===== src/sv/ets_pkg.sv =====
// Shared types and character/kind constants for the expression token scanner.
`default_nettype none
package ets_pkg;

	typedef enum logic [3:0] {
		KIND_END    = 4'd0,
		KIND_DEC    = 4'd1,
		KIND_BIN    = 4'd2,
		KIND_HEX    = 4'd3,
		KIND_PLUS   = 4'd4,
		KIND_MINUS  = 4'd5,
		KIND_MULT   = 4'd6,
		KIND_DIV    = 4'd7,
		KIND_LPAREN = 4'd8,
		KIND_RPAREN = 4'd9,
		KIND_ERROR  = 4'd10
	} kind_t;

	localparam logic [7:0] CH_SPACE  = 8'h20;
	localparam logic [7:0] CH_TAB    = 8'h09;
	localparam logic [7:0] CH_ZERO   = 8'h30;
	localparam logic [7:0] CH_ONE    = 8'h31;
	localparam logic [7:0] CH_NINE   = 8'h39;
	localparam logic [7:0] CH_LOW_A  = 8'h61;
	localparam logic [7:0] CH_LOW_B  = 8'h62;
	localparam logic [7:0] CH_LOW_F  = 8'h66;
	localparam logic [7:0] CH_LOW_X  = 8'h78;
	localparam logic [7:0] CH_PLUS   = 8'h2B;
	localparam logic [7:0] CH_MINUS  = 8'h2D;
	localparam logic [7:0] CH_STAR   = 8'h2A;
	localparam logic [7:0] CH_SLASH  = 8'h2F;
	localparam logic [7:0] CH_LPAREN = 8'h28;
	localparam logic [7:0] CH_RPAREN = 8'h29;

	// One classified item: a result, optionally preceded by an error result
	// with no text (the end marker after a lone leading zero).
	typedef struct packed {
		kind_t      kind;
		logic [7:0] ch;
		logic       has;
		logic       start;
		logic       pair;
	} cmd_t;

endpackage
`default_nettype wire


===== src/sv/ets_front.sv =====
// Front end: accepts characters, tracks the scan mode and classifies each beat.
`default_nettype none
module ets_front (
	input  wire logic         clk,
	input  wire logic         arst_n,
	input  wire logic         accept,
	input  wire logic [7:0]   char_in,
	input  wire logic         end_of_text,
	output ets_pkg::cmd_t     cmd,
	output logic              cmd_valid
);
	import ets_pkg::*;

	typedef enum logic [4:0] {
		MODE_IDLE = 5'b00001,
		MODE_DEC  = 5'b00010,
		MODE_ZERO = 5'b00100,
		MODE_BIN  = 5'b01000,
		MODE_HEX  = 5'b10000
	} mode_t;

	mode_t mode_q, mode_nxt;
	logic  err_q, err_nxt;
	logic  emit;
	logic  is_digit, is_hex;

	always_comb begin
		is_digit = (char_in inside {[CH_ZERO:CH_NINE]});
		is_hex   = is_digit || (char_in inside {[CH_LOW_A:CH_LOW_F]});
	end

	// Classify the current character against the scan mode.
	always_comb begin
		emit      = 1'b0;
		cmd.kind  = KIND_ERROR;
		cmd.ch    = char_in;
		cmd.has   = 1'b1;
		cmd.start = 1'b1;
		cmd.pair  = 1'b0;
		mode_nxt  = mode_q;
		err_nxt   = err_q;
		if (end_of_text) begin
			emit     = 1'b1;
			cmd.kind = KIND_END;
			cmd.ch   = 8'd0;
			cmd.has  = 1'b0;
			cmd.pair = !err_q && (mode_q == MODE_ZERO);
			err_nxt  = 1'b0;
			mode_nxt = MODE_IDLE;
		end else if (err_q) begin
			mode_nxt = MODE_IDLE;
		end else if (mode_q == MODE_DEC && is_digit) begin
			emit      = 1'b1;
			cmd.kind  = KIND_DEC;
			cmd.start = 1'b0;
		end else if (mode_q == MODE_BIN && (char_in == CH_ZERO || char_in == CH_ONE)) begin
			emit      = 1'b1;
			cmd.kind  = KIND_BIN;
			cmd.start = 1'b0;
		end else if (mode_q == MODE_HEX && is_hex) begin
			emit      = 1'b1;
			cmd.kind  = KIND_HEX;
			cmd.start = 1'b0;
		end else if (mode_q == MODE_ZERO) begin
			emit = 1'b1;
			if (char_in == CH_LOW_B) begin
				mode_nxt = MODE_BIN;
				cmd.kind = KIND_BIN;
				cmd.ch   = 8'd0;
				cmd.has  = 1'b0;
			end else if (char_in == CH_LOW_X) begin
				mode_nxt = MODE_HEX;
				cmd.kind = KIND_HEX;
				cmd.ch   = 8'd0;
				cmd.has  = 1'b0;
			end else begin
				err_nxt  = 1'b1;
				mode_nxt = MODE_IDLE;
			end
		end else begin
			// Start of a new token.
			mode_nxt = MODE_IDLE;
			emit     = 1'b1;
			case (char_in) inside
				CH_SPACE, CH_TAB: emit = 1'b0;
				CH_ZERO: begin
					emit     = 1'b0;
					mode_nxt = MODE_ZERO;
				end
				[CH_ONE:CH_NINE]: begin
					cmd.kind = KIND_DEC;
					mode_nxt = MODE_DEC;
				end
				CH_PLUS:   cmd.kind = KIND_PLUS;
				CH_MINUS:  cmd.kind = KIND_MINUS;
				CH_STAR:   cmd.kind = KIND_MULT;
				CH_SLASH:  cmd.kind = KIND_DIV;
				CH_LPAREN: cmd.kind = KIND_LPAREN;
				CH_RPAREN: cmd.kind = KIND_RPAREN;
				default:   err_nxt = 1'b1;
			endcase
		end
	end

	assign cmd_valid = accept && emit;

	// Advance the scan state on each accepted beat.
	always_ff @(posedge clk or negedge arst_n) begin
		if (!arst_n) begin
			mode_q <= MODE_IDLE;
			err_q  <= 1'b0;
		end else if (accept) begin
			mode_q <= mode_nxt;
			err_q  <= err_nxt;
		end
	end

endmodule
`default_nettype wire


===== src/sv/ets_queue.sv =====
// Short command queue between the front end and the result stage.
`default_nettype none
module ets_queue #(
	parameter int DEPTH = 4
) (
	input  wire logic          clk,
	input  wire logic          arst_n,
	input  wire logic          wr_en,
	input  wire ets_pkg::cmd_t wr_data,
	output logic               full,
	input  wire logic          rd_en,
	output ets_pkg::cmd_t      rd_data,
	output logic               empty
);
	import ets_pkg::*;

	localparam int PTR_W = $clog2(DEPTH);
	localparam int CNT_W = $clog2(DEPTH + 1);

	cmd_t             mem_q [DEPTH];
	logic [PTR_W-1:0] wr_ptr_q, rd_ptr_q;
	logic [CNT_W-1:0] count_q;
	logic             do_wr, do_rd;

	assign full    = (count_q == CNT_W'(DEPTH));
	assign empty   = (count_q == '0);
	assign do_wr   = wr_en && !full;
	assign do_rd   = rd_en && !empty;
	assign rd_data = mem_q[rd_ptr_q];

	// Store an incoming command.
	always_ff @(posedge clk) begin
		if (do_wr) begin
			mem_q[wr_ptr_q] <= wr_data;
		end
	end

	// Advance pointers and track occupancy.
	always_ff @(posedge clk or negedge arst_n) begin
		if (!arst_n) begin
			wr_ptr_q <= '0;
			rd_ptr_q <= '0;
			count_q  <= '0;
		end else begin
			if (do_wr) begin
				wr_ptr_q <= (wr_ptr_q == PTR_W'(DEPTH - 1)) ? '0 : wr_ptr_q + 1'b1;
			end
			if (do_rd) begin
				rd_ptr_q <= (rd_ptr_q == PTR_W'(DEPTH - 1)) ? '0 : rd_ptr_q + 1'b1;
			end
			if (do_wr && !do_rd) begin
				count_q <= count_q + 1'b1;
			end else if (do_rd && !do_wr) begin
				count_q <= count_q - 1'b1;
			end
		end
	end

endmodule
`default_nettype wire


===== src/sv/ets_back.sv =====
// Result stage: expands queued commands into one or two result beats.
`default_nettype none
module ets_back (
	input  wire logic          clk,
	input  wire logic          arst_n,
	input  wire ets_pkg::cmd_t head,
	input  wire logic          head_empty,
	output logic               head_pop,
	input  wire logic          pop,
	output logic               empty,
	output logic [3:0]         token_kind,
	output logic [7:0]         text_char,
	output logic               has_char,
	output logic               token_start,
	output logic               last_result
);
	import ets_pkg::*;

	logic phase_q;
	logic lead_err;
	logic take;

	// Emit the leading error beat first when the command carries one.
	assign lead_err    = head.pair && !phase_q;
	assign empty       = head_empty;
	assign take        = pop && !head_empty;
	assign head_pop    = take && !lead_err;
	assign token_kind  = lead_err ? KIND_ERROR : head.kind;
	assign text_char   = lead_err ? 8'd0 : head.ch;
	assign has_char    = lead_err ? 1'b0 : head.has;
	assign token_start = lead_err ? 1'b1 : head.start;
	assign last_result = !lead_err;

	// Track which beat of a paired command is on the ports.
	always_ff @(posedge clk or negedge arst_n) begin
		if (!arst_n) begin
			phase_q <= 1'b0;
		end else if (take) begin
			phase_q <= lead_err;
		end
	end

endmodule
`default_nettype wire


===== src/sv/expression_token_scanner.sv =====
// Top level of the expression token scanner.
// Takes one character (or end marker) per clock and can accept a new one every
// cycle while full is low; classification and the scan-mode update happen in the
// cycle the beat is accepted, so there is no feedback stall. Each accepted beat
// produces zero, one or two result beats, delivered one per cycle while pop is
// held, from a QUEUE_DEPTH-entry command queue; full rises only when every entry
// of that queue is occupied, which happens when the result side is slow to pop.
// The end marker after a lone leading zero holds its queue entry until both of its
// beats (error beat, then end beat) are popped, behind any older queued results.
`default_nettype none
module expression_token_scanner #(
	parameter int QUEUE_DEPTH = 4
) (
	input  wire logic       clk,
	input  wire logic       arst_n,
	input  wire logic       push,
	output logic            full,
	input  wire logic [7:0] char_in,
	input  wire logic       end_of_text,
	output logic            empty,
	input  wire logic       pop,
	output logic [3:0]      token_kind,
	output logic [7:0]      text_char,
	output logic            has_char,
	output logic            token_start,
	output logic            last_result
);
	import ets_pkg::*;

	cmd_t cmd, head;
	logic cmd_valid, accept, head_empty, head_pop;

	assign accept = push && !full;

	ets_front u_front (
		.clk         (clk),
		.arst_n      (arst_n),
		.accept      (accept),
		.char_in     (char_in),
		.end_of_text (end_of_text),
		.cmd         (cmd),
		.cmd_valid   (cmd_valid)
	);

	ets_queue #(
		.DEPTH (QUEUE_DEPTH)
	) u_queue (
		.clk     (clk),
		.arst_n  (arst_n),
		.wr_en   (cmd_valid),
		.wr_data (cmd),
		.full    (full),
		.rd_en   (head_pop),
		.rd_data (head),
		.empty   (head_empty)
	);

	ets_back u_back (
		.clk         (clk),
		.arst_n      (arst_n),
		.head        (head),
		.head_empty  (head_empty),
		.head_pop    (head_pop),
		.pop         (pop),
		.empty       (empty),
		.token_kind  (token_kind),
		.text_char   (text_char),
		.has_char    (has_char),
		.token_start (token_start),
		.last_result (last_result)
	);

endmodule
`default_nettype wire


===== config.mk =====
export PLATFORM = sky130hd
export DESIGN_NAME = expression_token_scanner
export DESIGN_NICKNAME = d
export VERILOG_FILES = /design/src/sv/ets_pkg.sv /design/src/sv/ets_front.sv /design/src/sv/ets_queue.sv /design/src/sv/ets_back.sv /design/src/sv/expression_token_scanner.sv
export SDC_FILE = /design/constraint.sdc
export NUM_CORES = 1
export LEC_CHECK = 0
export CORE_MARGIN = 2
export CORE_UTILIZATION = 65
export DETAILED_ROUTE_END_ITERATION = 16
export DONT_BUFFER_PORTS = 1
export PLACE_DENSITY = 0.91
export SLEW_MARGIN = 0
export SYNTH_ARGS = -nofsm -noshare
export SYNTH_HDL_FRONTEND = slang
export SYNTH_SLANG_ARGS = --single-unit

===== constraint.sdc =====
create_clock -name clk -period 7.3 [get_ports clk]
set_clock_uncertainty 0.15 [all_clocks]
set_input_delay 0 -clock clk [delete_from_list [all_inputs] [get_ports clk]]
set_output_delay 0 -clock clk [all_outputs]
set_load 0.005 [all_outputs]

==> impl_metrics.env <==
export IMPL_synth_edf_count=60
export IMPL_clk_path_buf_depth=2
export IMPL_power_density_mw_per_mm2=329
export IMPL_die_w_um=79.5
export IMPL_start_util_pct=67.3
export IMPL_track_usage_pct=27.6
export IMPL_min_path_cells=4
export IMPL_port_buffer_count=0
export IMPL_cts_root_buf="clkbuf_8"
export IMPL_multi_input_area_mm2=0.00144
export IMPL_status="complete, no violations"
export IMPL_post_drt_wl_per_cell_um=21.8
export IMPL_ys_ff_latch=74
export IMPL_globalplace_congestion=0.938
export IMPL_crit_required_ns=7.41
export IMPL_drc=0
export IMPL_grt_overflow_total=0
export IMPL_yosysMostFrequentCell="edfxtp_1"
export IMPL_seqPwrFrac_pct=46.8
export IMPL_clkSinkCount=74
export IMPL_grt_max_degree=19
export IMPL_peakVddDrop_mv=0.144
export IMPL_yosysUniqueCellTypes=65
export IMPL_cp_end_kind="flip-flop"
export IMPL_synth_cell_area_mm2=0.00370
export IMPL_n_antenna_cell=0
export IMPL_drive_above_1_share_pct=19.5
export IMPL_worst_hold_path_type="in2reg"
export IMPL_p_clk_share_pct=24.9
export IMPL_ys_top_cells_by_area="edfxtp_1, mux4_2, dfrtp_1, nor2b_1, ha_1"
export IMPL_yosysSeqAreaShare_pct=58.1
export IMPL_vias_per_cell=6.50
export IMPL_vias=2333
export IMPL_antenna_found_initial=0
export IMPL_p_comb_share_pct=28.4
export IMPL_fin_crit_sh_pct=55.1
export IMPL_synth_nets=291
export IMPL_p_int_mw=0.930
export IMPL_clock_latency_ns=0.34
export IMPL_hold_viol_final=0
export IMPL_ant_nets=0
export IMPL_start_kind="flip-flop"
export IMPL_crit_arrival_ns=4.14
export IMPL_switching_share_pct=30.7
export IMPL_grt_pass1_vias=2390
export IMPL_pin_count=30
export IMPL_slew_headroom_pct=24.2
export IMPL_die_area_mm2=0.00632
export IMPL_final_nets=302
export IMPL_setup_viol=0
export IMPL_period_needed_ns=4.02
export IMPL_clkTransAtPathRegs_ns=0.08
export IMPL_grt_setup_unrepaired="false"
export IMPL_tightest_slew_ns=1.13
export IMPL_die_h_um=79.5
export IMPL_r2r_cells=10
export IMPL_area_growth_pct=10.1
export IMPL_synth_top_area_share_pct=48.6
export IMPL_path_max_fanout=18
export IMPL_fillers=326
export IMPL_synth_common_cells="edfxtp_1, nor2b_1, nand2_1, mux4_2, nor2_1"
export IMPL_grt_pass1_wl_um=12600
export IMPL_avgSynthCellArea_um2=13.7
export IMPL_worstSetupPathType="reg2reg"
export IMPL_regArea_mm2=0.00215
export IMPL_p_leak_nw=1.43
export IMPL_ys_warn_count=0
export IMPL_fmax_ghz=0.249
export IMPL_net_switching_power_mw=0.412
export IMPL_fp_row_count=27
export IMPL_fin_tns_setup_ns=0
export IMPL_numCtsBuffers=9
export IMPL_syn_inst=271
export IMPL_drt_wl_total_um=7820
export IMPL_cts_tree="built"
export IMPL_drv_slew=0
export IMPL_htreeDepth=3
export IMPL_drt_iter0_drc=304
export IMPL_synth_top_cell_by_area="edfxtp_1"
export IMPL_synth_ff_type="edfxtp_1"
export IMPL_maxCapViolCount=0
export IMPL_ys_async_sr_fraction_pct=18.9
export IMPL_hpwl_um=4710
export IMPL_core_area_mm2=0.00551
export IMPL_utilization_pct=74.1
export IMPL_dr_pass1_iters=5
## layer usage
metal	up-vias	GRT usage [%]	part of all wire (%)
li1	1046	-	-
met1	1143	36.4	39
met2	125	45.1	51
met3	19	5.32	8.0
met4	0	11.6	2.1
met5	-	0	0
## critical path, stage by stage, from the launching register on
cell and delay (ns):
dfrtp_1 1.04, mux4_2 0.39, nor2b_1 0.89, nor2_1 0.23
inv_1 0.12, ha_1 0.18, inv_1 0.07, fa_1 0.40
xor2_1 0.16, nor2_1 0.13, xor2_1 0.17
## power groups by stage
stage	logic (mW)	clock network, mW	registers (mW)
finish	0.380	0.334	0.627
floorplan	0.339	0	0.573
detailed placement	0.358	0	0.632
CTS	0.383	0.335	0.628
global placement	0.339	0	0.624
global route	0.414	0.351	0.638
## through the flow
| step | setup slack, ns | std cells | hold slack [ns] | power [mW] | cell area [µm²] |
|---|---|---|---|---|---|
| after floorplan | 4.46 | 271 | -0.446 | 0.912 | 3700 |
| after global placement | 3.62 | 327 | -0.445 | 0.963 | 3710 |
| final | 3.28 | 359 | 0.0155 | 1.34 | 4080 |
| after detailed placement | 3.34 | 327 | -0.445 | 0.990 | 3710 |
| after global routing | 2.94 | 359 | 0.0413 | 1.40 | 4080 |
| after CTS | 3.22 | 359 | 0.00107 | 1.35 | 4080 |
## cell usage in the layout, fill, tap and decap left out, drive strengths merged, types with 3 or more instances in the layout
master | netlist | final
a21oi | 8 | 8
and2 | 8 | 8
and3 | 4 | 4
clkbuf | 7 | 10
clkinv | 0 | 3
dfrtp | 13 | 13
dlygate4sd3 | 0 | 16
edfxtp | 60 | 60
ha | 6 | 6
inv | 6 | 6
mux2 | 7 | 7
mux4 | 15 | 15
nand2 | 17 | 17
nand2b | 4 | 4
nand3 | 7 | 7
nor2 | 16 | 16
nor2b | 20 | 20
nor3 | 4 | 4
nor4 | 3 | 3
o21ai | 5 | 5
or2 | 6 | 6
xor2 | 3 | 3
## final cells by class
cell class | count | share of cell area [%]
Sequential cell | 74 | 52.8
Multi-Input combinational cell | 175 | 35.4
Timing Repair Buffer | 16 | 3.93
Clock buffer | 10 | 3.13
Tap cell | 72 | 2.21
Clock inverter | 6 | 1.99
Inverter | 6 | 0.552
## cell families after synthesis
group	count (synthesis)	share of synthesized area [%]
adders and majority gates	7	2.57
muxes	23	11.7
buffers and inverters	22	2.91
AOI/OAI and AO/OA	37	7.33
xor gates and xnor gates	4	0.946
DFF	74	58.1
and+or+nand+nor	104	16.4
## worst paths after layout
kind                                                   endpoint                       startpoint  slack, ns
max in group asynchronous         u_front.mode_q[4]$_DFFE_PN0P_                           arst_n       6.06
worst min-delay path              u_front.mode_q[0]$_DFFE_PN1P_                       char_in[3]       0.02
worst max register to register   u_queue.count_q[2]$_DFFE_PN0P_  u_queue.rd_ptr_q[0]$_DFFE_PN0P_       3.28
min in group asynchronous       u_queue.rd_ptr_q[1]$_DFFE_PN0P_                           arst_n       0.52
worst min register to register   u_queue.count_q[2]$_DFFE_PN0P_   u_queue.count_q[2]$_DFFE_PN0P_       0.39
worst max-delay path             u_queue.count_q[2]$_DFFE_PN0P_  u_queue.rd_ptr_q[0]$_DFFE_PN0P_       3.28
## state kept, by name, indices dropped and copies added, names as in the netlist
register / count
u_queue.mem_q: 60
u_back.phase_q: 1
u_front.err_q: 1
u_queue.rd_ptr_q: 2
u_front.mode_q: 5
u_queue.count_q: 3
u_queue.wr_ptr_q: 2
## what timing repair did
action,CTS,global route
buffers inserted,0,0
hold endpoints to repair,81,0
hold buffers,16,0
gates resized for setup,0,0
Note: power is estimated with default switching activity, not from simulation.
